===== config.mk =====
export PLATFORM = sky130hd
export DESIGN_NAME = lru_page_replacement
export DESIGN_NICKNAME = d
export VERILOG_FILES = /design/src/rtl/core/lrupr_pkg.sv /design/src/rtl/core/lrupr_ram.sv /design/src/rtl/core/lru_page_replacement.sv
export SDC_FILE = /design/constraint.sdc
export NUM_CORES = 1
export LEC_CHECK = 0
export ABC_AREA = 1
export BUFFER_PORTS_ARGS = -buffer_cell sky130_fd_sc_hd__buf_2
export CAP_MARGIN = 20
export CORE_UTILIZATION = 45
export DETAILED_ROUTE_END_ITERATION = 8
export PLACE_DENSITY = 0.69
export SLEW_MARGIN = 20
export SYNTH_ARGS = -nofsm -noshare
export SYNTH_HDL_FRONTEND = slang
export SYNTH_SLANG_ARGS = --single-unit

===== constraint.sdc =====
create_clock -name clock -period 9 [get_ports clock]
set_input_delay 0.9 -clock clock [delete_from_list [all_inputs] [get_ports clock]]
set_output_delay 0.9 -clock clock [all_outputs]
set_load 0.005 [all_outputs]

===== src/rtl/core/lrupr_pkg.sv =====
package lrupr_pkg;

   localparam int NUM_PAGES    = 32;
   localparam int PAGE_W       = $clog2(NUM_PAGES);
   localparam int CNT_W        = PAGE_W + 1;
   localparam int FRAME_W      = 5;
   localparam int FRAMES_CFG_W = 6;
   localparam int TIME_W       = 16;
   localparam int FAULT_W      = 16;
   localparam int CSR_ADDR_W   = 3;
   localparam int CSR_DATA_W   = 32;

   localparam logic [FRAMES_CFG_W-1:0] MAX_FRAMES    = FRAMES_CFG_W'(32);
   localparam logic [FRAMES_CFG_W-1:0] FRAMES_RESET  = FRAMES_CFG_W'(4);
   localparam logic [FRAMES_CFG_W-1:0] FRAMES_MIN    = FRAMES_CFG_W'(1);
   localparam logic [TIME_W-1:0]       TIME_MAX      = '1;
   localparam logic [FAULT_W-1:0]      FAULT_MAX     = '1;
   localparam logic                    CSR_IDX_FRAMES = 1'b0;

   typedef struct packed {
      logic [FRAME_W-1:0] frame;
      logic [TIME_W-1:0]  stamp;
   } entry_type;

   typedef struct packed {
      logic              we;
      logic [PAGE_W-1:0] waddr;
      entry_type         wdata;
      logic [PAGE_W-1:0] raddr;
   } ram_req_type;

   typedef enum logic [1:0] {
      ST_IDLE,
      ST_LOOK,
      ST_SCAN,
      ST_DONE
   } state_type;

endpackage


===== src/rtl/core/lrupr_ram.sv =====
module lrupr_ram (
   input  logic                  clock,
   input  lrupr_pkg::ram_req_type ram_req,
   output lrupr_pkg::entry_type  rd_data
);
   import lrupr_pkg::*;

   entry_type mem [NUM_PAGES];
   entry_type rd_data_ff;

   always_ff @(posedge clock) begin
      if (ram_req.we) begin
         mem[ram_req.waddr] <= ram_req.wdata;
      end
      rd_data_ff <= mem[ram_req.raddr];
   end

   assign rd_data = rd_data_ff;

endmodule


===== src/rtl/core/lru_page_replacement.sv =====
// LRU page replacement: one page access per item, one result per item. Frame and
// last-use stamp of every page sit in a 32-entry synchronous RAM; valid bits are
// flops. A hit or a miss with a free frame goes through accept, RAM lookup and commit;
// a new request is taken only once the previous item has committed.
// A miss with every frame taken scans all 32 RAM entries one per cycle for the
// oldest stamp among valid pages before its commit.
// The result sits in an output register, so the next item is taken while the
// previous result waits. No clearing pass after reset.
module lru_page_replacement (
   input  logic                              clock,
   input  logic                              reset,
   // request channel
   input  logic                              req_valid,
   output logic                              req_ready,
   input  logic [4:0]                        req_page_number,
   input  logic                              req_clear_first,
   // response channel
   output logic                              rsp_valid,
   input  logic                              rsp_ready,
   output logic                              rsp_hit,
   output logic [4:0]                        rsp_frame,
   output logic                              rsp_evicted,
   output logic [4:0]                        rsp_evicted_page,
   output logic [15:0]                       rsp_fault_count,
   // register port
   input  logic                              psel,
   input  logic                              penable,
   input  logic                              pwrite,
   input  logic [lrupr_pkg::CSR_ADDR_W-1:0]  paddr,
   input  logic [lrupr_pkg::CSR_DATA_W-1:0]  pwdata,
   output logic [lrupr_pkg::CSR_DATA_W-1:0]  prdata,
   output logic                              pready
);
   import lrupr_pkg::*;

   state_type                 state_ff, state_in;
   logic [NUM_PAGES-1:0]      valid_ff;
   logic [NUM_PAGES-1:0]      valid_in;
   logic [PAGE_W-1:0]         page_ff;
   logic [FRAMES_CFG_W-1:0]   frames_ff;
   logic [FRAMES_CFG_W-1:0]   next_free_ff;
   logic [TIME_W-1:0]         time_ff;
   logic [FAULT_W-1:0]        faults_ff;
   logic [CNT_W-1:0]          cnt_ff;
   logic                      found_ff;
   logic [PAGE_W-1:0]         best_page_ff;
   logic [TIME_W-1:0]         best_time_ff;
   logic [FRAME_W-1:0]        best_frame_ff;

   logic                      rsp_valid_ff;
   logic                      rsp_hit_ff;
   logic [FRAME_W-1:0]        rsp_frame_ff;
   logic                      rsp_evicted_ff;
   logic [PAGE_W-1:0]         rsp_evicted_page_ff;
   logic [FAULT_W-1:0]        rsp_fault_count_ff;

   ram_req_type               ram_req;
   entry_type                 rd_data;

   logic                      req_accept;
   logic                      cfg_write;
   logic [FRAMES_CFG_W-1:0]   frames_eff;
   logic                      has_free;
   logic                      page_hit;
   logic                      out_free;
   logic                      commit;
   logic [CNT_W-1:0]          cnt_prev;
   logic [PAGE_W-1:0]         scan_page;
   logic                      scan_take;

   logic                      res_hit;
   logic [FRAME_W-1:0]        res_frame;
   logic                      res_evicted;
   logic [PAGE_W-1:0]         res_evicted_page;
   logic [FAULT_W-1:0]        faults_in;

   lrupr_ram u_ram (
      .clock   (clock),
      .ram_req (ram_req),
      .rd_data (rd_data)
   );

   // register port
   assign pready    = 1'b1;
   assign cfg_write = psel && penable && pwrite && (paddr[2] == CSR_IDX_FRAMES);
   assign prdata    = (paddr[2] == CSR_IDX_FRAMES) ?
                      CSR_DATA_W'(frames_ff) : '0;

   always_comb begin
      if (frames_ff < FRAMES_MIN) begin
         frames_eff = FRAMES_MIN;
      end else if (frames_ff > MAX_FRAMES) begin
         frames_eff = MAX_FRAMES;
      end else begin
         frames_eff = frames_ff;
      end
   end

   assign has_free   = next_free_ff < frames_eff;
   assign page_hit   = valid_ff[page_ff];
   assign out_free   = !rsp_valid_ff || rsp_ready;
   assign req_accept = req_valid && req_ready;
   assign commit     = (state_ff == ST_DONE) && out_free;

   // RAM data in SCAN is a registered read: it belongs to the entry at cnt_ff minus one
   assign cnt_prev  = cnt_ff - CNT_W'(1);
   assign scan_page = cnt_prev[PAGE_W-1:0];
   assign scan_take = (state_ff == ST_SCAN) && (cnt_ff != '0) && valid_ff[scan_page] &&
                      (!found_ff || (rd_data.stamp < best_time_ff));

   // next state
   always_comb begin
      state_in = state_ff;
      unique case (state_ff)
         ST_IDLE: begin
            if (req_valid) state_in = ST_LOOK;
         end
         ST_LOOK: begin
            state_in = (!page_hit && !has_free) ? ST_SCAN : ST_DONE;
         end
         ST_SCAN: begin
            if (cnt_ff == CNT_W'(NUM_PAGES)) state_in = ST_DONE;
         end
         ST_DONE: begin
            if (out_free) state_in = ST_IDLE;
         end
         default: state_in = ST_IDLE;
      endcase
   end

   // outputs and RAM control
   always_comb begin
      req_ready     = 1'b0;
      ram_req.raddr = page_ff;
      unique case (state_ff)
         ST_IDLE: req_ready = 1'b1;
         ST_LOOK: ram_req.raddr = page_ff;
         ST_SCAN: ram_req.raddr = cnt_ff[PAGE_W-1:0];
         ST_DONE: ram_req.raddr = page_ff;
         default: req_ready = 1'b0;
      endcase

      res_hit          = 1'b0;
      res_evicted      = 1'b0;
      res_evicted_page = '0;
      res_frame        = next_free_ff[FRAME_W-1:0];
      if (page_hit) begin
         res_hit   = 1'b1;
         res_frame = rd_data.frame;
      end else if (!has_free && found_ff) begin
         res_frame        = best_frame_ff;
         res_evicted      = 1'b1;
         res_evicted_page = best_page_ff;
      end

      faults_in = faults_ff;
      if (!page_hit && (faults_ff != FAULT_MAX)) begin
         faults_in = faults_ff + FAULT_W'(1);
      end

      ram_req.we          = commit;
      ram_req.waddr       = page_ff;
      ram_req.wdata.frame = res_frame;
      ram_req.wdata.stamp = time_ff;
   end

   // valid bits: clear on a new run, victim out and new page in at commit
   always_comb begin
      valid_in = valid_ff;
      if (req_accept && req_clear_first) begin
         valid_in = '0;
      end
      if (commit && !page_hit) begin
         if (!has_free && found_ff) begin
            valid_in[best_page_ff] = 1'b0;
         end
         valid_in[page_ff] = 1'b1;
      end
   end

   // control state
   always_ff @(posedge clock) begin
      if (reset) begin
         state_ff     <= ST_IDLE;
         valid_ff     <= '0;
         frames_ff    <= FRAMES_RESET;
         next_free_ff <= '0;
         time_ff      <= '0;
         faults_ff    <= '0;
         cnt_ff       <= '0;
         found_ff     <= 1'b0;
         rsp_valid_ff <= 1'b0;
      end else begin
         state_ff <= state_in;
         valid_ff <= valid_in;
         if (cfg_write) begin
            frames_ff <= pwdata[FRAMES_CFG_W-1:0];
         end
         if (req_accept && req_clear_first) begin
            next_free_ff <= '0;
            time_ff      <= '0;
            faults_ff    <= '0;
         end
         if (state_ff == ST_LOOK) begin
            cnt_ff   <= '0;
            found_ff <= 1'b0;
         end
         if (state_ff == ST_SCAN) begin
            cnt_ff <= cnt_ff + CNT_W'(1);
            if (scan_take) found_ff <= 1'b1;
         end
         if (commit) begin
            faults_ff <= faults_in;
            if (time_ff != TIME_MAX) time_ff <= time_ff + TIME_W'(1);
            if (!page_hit && has_free) begin
               next_free_ff <= next_free_ff + FRAMES_CFG_W'(1);
            end
         end
         if (commit) begin
            rsp_valid_ff <= 1'b1;
         end else if (rsp_ready) begin
            rsp_valid_ff <= 1'b0;
         end
      end
   end

   // payload
   always_ff @(posedge clock) begin
      if (req_accept) begin
         page_ff <= req_page_number[PAGE_W-1:0];
      end
      if (scan_take) begin
         best_page_ff  <= scan_page;
         best_time_ff  <= rd_data.stamp;
         best_frame_ff <= rd_data.frame;
      end
      if (commit) begin
         rsp_hit_ff          <= res_hit;
         rsp_frame_ff        <= res_frame;
         rsp_evicted_ff      <= res_evicted;
         rsp_evicted_page_ff <= res_evicted_page;
         rsp_fault_count_ff  <= faults_in;
      end
   end

   assign rsp_valid        = rsp_valid_ff;
   assign rsp_hit          = rsp_hit_ff;
   assign rsp_frame        = rsp_frame_ff;
   assign rsp_evicted      = rsp_evicted_ff;
   assign rsp_evicted_page = rsp_evicted_page_ff;
   assign rsp_fault_count  = rsp_fault_count_ff;

endmodule


# ---- Word-level counts from Yosys, hierarchy flattened
# Memories as Yosys holds them, arrays and structs flattened. A register that Yosys moved wholly into a read port is not among the register bits.
# Cells that the tools add are included.
dict set report word_totals {
  register_bits 145
  latchBits 0
  ramBits 672
  mem_bits_ro 0
  inputBits 48
  output_inout_bits 63
  wordCells 120
  n_memories 1
}
# memory words width rd rd_clocked_by_memory_dff write_ports line
set memory_table {}
lappend memory_table {u_ram.mem 32 21 1 1 1 lrupr_ram.sv:8} ;# entry_type mem [NUM_PAGES];
dict set report classes {
  addsub 5
  n_mul 0
  div_mod_pow 0
  order_cmp 9
  n_eq_ne 9
  n_shift 0
  muxes 44
  bitwise 5
  reduce_logical 29
}
# cell count
set op_table {}
lappend op_table {{two-way mux 32 bit} 4}
lappend op_table {{two-way mux 16 bit} 6}
lappend op_table {{two-way mux 6 bit} 8}
lappend op_table {{adder 16 x 1 -> 16 bit (second input constant)} 2}
lappend op_table {{bitwise AND 32 bit} 1}
lappend op_table {{!= test 16 bit (second input constant)} 2}
lappend op_table {{inverter 32 bit} 1}
lappend op_table {{bitwise OR 32 bit} 1}
lappend op_table {{< comparator 5 x 6 -> 1 bit (second input constant)} 3}
lappend op_table {{logical AND 1 bit} 16}
lappend op_table {{< comparator 16 bit} 1}
lappend op_table {{two-way mux 1 bit} 15}
lappend op_table {{two-way mux 5 bit} 3}
lappend op_table {{adder 6 x 1 -> 6 bit (second input constant)} 2}
lappend op_table {{binary-select mux 1 bit (select 5 bit)} 2}
lappend op_table {{demux 1 bit (select 5 bit)} 2}
lappend op_table {{>= comparator 5 x 1 -> 1 bit (second input constant)} 2}
lappend op_table {{one-hot mux 2 bit (4 select lines)} 1}
lappend op_table {{== test 6 bit (second input constant)} 1}
lappend op_table {{greater-than comparator 6 bit (second input constant)} 1}
lappend op_table {{< comparator 6 x 1 -> 1 bit (second input constant)} 1}
lappend op_table {{< comparator 6 bit} 1}
lappend op_table {{two-way mux 2 bit} 3}
lappend op_table {{nonzero test 2 bit} 3}
lappend op_table {{other kinds (12)} 19}

# ---- Logic depth before layout (Yosys ltp)
dict set report depth {
  ltp_word 10
  mapped_depth 17
  ltp_nobuf 15
}

# ---- Hierarchy
# A second synthesis with hierarchy kept.
dict set report unflattened {
  cells_unflattened 3539
  area_unflattened_um2 36022.0
}
# mod instances cells_per_inst area_each_um2 seq_area_each_um2
set by_module_without_submodules {}
lappend by_module_without_submodules {lrupr_ram 1 2338 27566.4 20599.8}
lappend by_module_without_submodules {lru_page_replacement 1 1201 8455.6 3493.4}

# ---- Worst setup path before layout
# Ideal clock, no wire load.
dict set report synth_path {
  path_kind {input to register}
  from {in rsp_ready}
  to {mem u_ram.mem[10][0] (netlist name), enable pin}
  setup_ns 0.425
  arrival_time_ns 3.071
  t_required_ns 8.575
  path_slack_ns 5.503
  path_stages 6
  n_path_buf 2
  path_cell_list {inv_1 -> nand2_1 -> nand2_1 -> clkbuf_1 -> buf_1 -> nor3_1}
}
dict set report synth_via {
  elab_chain_cells 4
}
# item line
set synth_rtl {}
lappend synth_rtl {{start: declaration} lru_page_replacement.sv:19} ;# input logic rsp_ready,
lappend synth_rtl {{logical OR 1 bit} lru_page_replacement.sv:101} ;# assign out_free = !rsp_valid_ff || rsp_ready;
lappend synth_rtl {{logical AND 1 bit} lru_page_replacement.sv:103} ;# assign commit = (state_ff == ST_DONE) && out_free;
lappend synth_rtl {{two-way mux 1 bit} lrupr_ram.sv:12} ;# if (ram_req.we) begin
lappend synth_rtl {{two-way mux 1 bit (not written as such)} lrupr_ram.sv:13} ;# mem[ram_req.waddr] <= ram_req.wdata;
lappend synth_rtl {{end: declaration} lrupr_ram.sv:8}
# Every way passes these cells.

# ---- Worst setup path in the final report
dict set report layout_path {
  from {reg cnt_ff[0]}
  to {reg u_ram.rd_data[1] (netlist name)}
}
dict set report layout_via {
  elab_chain_cells 1
}
# item line
set layout_rtl {}
lappend layout_rtl {{start: declaration} lru_page_replacement.sv:44} ;# logic [CNT_W-1:0] cnt_ff;
lappend layout_rtl {{start signal: assignment} lru_page_replacement.sv:209} ;# cnt_ff <= cnt_ff + CNT_W'(1);
lappend layout_rtl {{two-way mux 5 bit} lru_page_replacement.sv:135} ;# unique case (state_ff)
# Every way passes these cells.
# A chain may end at the register's enable or synchronous reset.

==> out/metrics.yaml <==
start_util_pct: 45.7
path_clk_slew_ps: 60
drive_gt1_share_pct: 10.2
r2r_end: "u_ram.rd_data[1]"
die_area_um2: 80100
grt_start_max_net_pins: 243
synth.distinct_cells: 45
ff2ff_setup_slack_ps: 4440
seq_area_frac_synth_pct: 67.8
nNetsFinal: 3326
ir_worst_vdd_mv: 0.349
io-pin-count: 111
cts_made_buffers: 85
die_h_um: 283
worstSetupStartpointType: "flip-flop"
status: "finished clean"
critical_path_class: "flip-flop to flip-flop"
fin_skew_ps: 28.8
insertedDiodeCount: 0
cts_tree: "yes"
cts-resized-gates: 0
die_w_um: 283
p_per_area_nw_per_um2: 285
timing.final.ws_setup_ps: 4440
ys_ff_latch: 838
grtUsageTotal_pct: 21.3
p_seq_share_pct: 39.0
drt_iter0_drc: 2547
r2r_cells: 13
post_drt_wl_per_cell_um: 19.9
dp_cells: 4201
rows: 102
critPathLaunch: "cnt_ff[0]"
clkPwrFrac_pct: 31.0
dp_slack_ps: 4510
grt_pass1_wl_um: 133000
rsz0062_at_grt: "no"
cts_max_level: 3
comb_power_share_pct: 30.0
crit_fanout: 198
final_hold_viol_count: 0
syn_to_final_growth_pct: 11.9
post_cts.repair.setup_buffers: 0
drtPass1Iterations: 6
antenna_left: 0
final_cells: 4359
endpoint: "u_ram.rd_data[1]"
p_leak_nw: 14.6
maxCapViolations: 0
finalCritPeriodShare_pct: 50.6
worstPathRequired_ps: 9590
ctsHoldBuffers: 0
syn_area_um2: 35500
cp-end-kind: "flip-flop"
grt_pass1_vias: 22704
core_area_um2: 77800
numClockSinks: 838
antenna_found_initial: 0
drcViolationCount: 0
wl_um: 86600
clkLatencyLatePin_ps: 660
p_int_mw: 7.35
finalPower_mw: 11.3
fin_util_pct: 51.1
portBuffers: 55
via_count: 24251
yosys_warnings: 0
worst_pin_slew_ps: 1070
swShare_pct: 35.1
relSlewSlack_pct: 28.0
setup_viol: 0
setup-tns-final_ps: 0
hold_path_class: "primary input to flip-flop"
worstPathArrival_ps: 5150
netlist_instances: 3223
p_switching_mw: 3.98
post-route-min-period_ps: 4560
cts-root-buf: "clkbuf_16"
vias_per_cell: 5.56
clock_path_buffers: 3
gp_congestion: 0.852
hpwlAfterDp_um: 45400
drv_slew: 0
max_freq_mhz: 219
grt_remaining_overflow: 0
syn_area_per_cell_um2: 11.0
reg2reg_from: "cnt_ff[0]"
-- worst min-delay path by stage --
| stage | start | slack (ps) | to | cells past startpoint |
|---|---|---|---|---|
| after global placement | u_ram.rd_data[18] | 410 | best_frame_ff[2] | 0 |
| after CTS | req_page_number[3] | 400 | page_ff[3] | 1 |
| after global routing | req_page_number[3] | 410 | page_ff[3] | 1 |
| final | req_page_number[3] | 410 | page_ff[3] | 1 |
| after floorplan | u_ram.rd_data[0] | 400 | best_time_ff[0] | 0 |
| after detailed placement | u_ram.rd_data[0] | 420 | best_time_ff[0] | 0 |
-- registers in the layout (all words and copies together), names as in the netlist, 16 cells and up --
register,flops
valid_ff,32
time_ff,16
best_time_ff,16
u_ram.rd_data,21
faults_ff,16
u_ram.mem,672
rsp_fault_count,16
-- Yosys cell counts, drive strengths merged --
cell type	count	area share, %
o21a	1	0.021
nor2	587	6.2
a31oi	2	0.035
and3	1	0.018
xnor2	3	0.074
clkbuf	101	1.1
nand3b	1	0.021
o211a	1	0.028
o21ai	374	5.3
or2	2	0.035
a21boi	1	0.021
nor3b	4	0.084
a21o	1	0.021
clkinv	2	0.021
nor3	79	1.2
nand4	12	0.21
o211ai	169	3.6
inv	142	1.5
o31ai	1	0.021
conb	2	0.021
and2	23	0.40
edfxtp	731	62
a211oi	6	0.13
nand3	219	3.1
nand2	386	4.2
buf	115	1.9
a22oi	1	0.021
dfxtp	107	6.0
a21oi	103	1.5
ha	30	1.1
xor2	16	0.39
-- metrics by stage --
step	hold WS (ps)	cell area, um^2
finish	414	39800
detailed placement	418	37000
floorplan	403	35600
CTS	399	39700
global route	406	39800
global placement	412	37000
-- cell type report --
| cell class | count | area, um^2 |
|---|---|---|
| Clock buffer | 117 | 2290 |
| Tap cell | 1040 | 1300 |
| Multi-Input combinational cell | 2050 | 10200 |
| Fill cell | 6622 | 38100 |
| Sequential cell | 838 | 24100 |
| Inverter | 144 | 552 |
| Clock inverter | 41 | 487 |
| Timing Repair Buffer | 129 | 868 |
-- per-layer routing --
metal	vias up	part of all wire [%]	GRT usage [%]
li1	11390	-	-
met1	11739	42	28.9
met2	973	48	34.9
met3	149	8.0	3.32
met4	0	2.5	6.96
met5	-	0	0
-- worst max-delay path, cell delays in order (launching register included) --
cell and delay (ps):
dfxtp_1 890, inv_4 270, nand2_1 220, o21ai_4 70
buf_4 410, inv_8 680, buf_12 710, nor2_1 80
nor2_1 100, o21ai_0 100, o211ai_1 130, nand3_1 160
nand3_1 260, and2_1 170
-- cells by family after synthesis --
| logic type | share of synthesized area [%] |
|---|---|
| other | 0.0211 |
| AND/OR/NAND/NOR | 15.5 |
| AO/OA/AOI/OAI | 10.6 |
| XOR/XNOR | 0.468 |
| flip-flops | 67.8 |
| buffers and inverters | 4.52 |
| adder cells (fa/ha/maj) | 1.06 |
-- power groups by stage --
stage | sequential, mW | combinational [mW] | clock (mW)
6_report | 4.42 | 3.40 | 3.51
5_1_grt | 4.43 | 3.81 | 3.69
4_1_cts | 4.42 | 3.40 | 3.55
3_5_place_dp | 4.50 | 3.38 | 0
3_3_place_gp | 4.49 | 3.33 | 0
2_1_floorplan | 4.47 | 2.45 | 0
-- cell usage in the layout, fill, tap and decap left out, types with 28 or more instances in the layout --
master,n
edfxtp_1,731
nor2_1,584
nand2_1,373
o21ai_0,350
nand3_1,219
o211ai_1,169
inv_1,131
dfxtp_1,106
a21oi_1,94
clkbuf_16,85
buf_4,71
buf_2,55
nor3_1,40
nor3_2,38
ha_1,30
clkbuf_1,28
No activity file was read; power rests on OpenSTA's default activity.
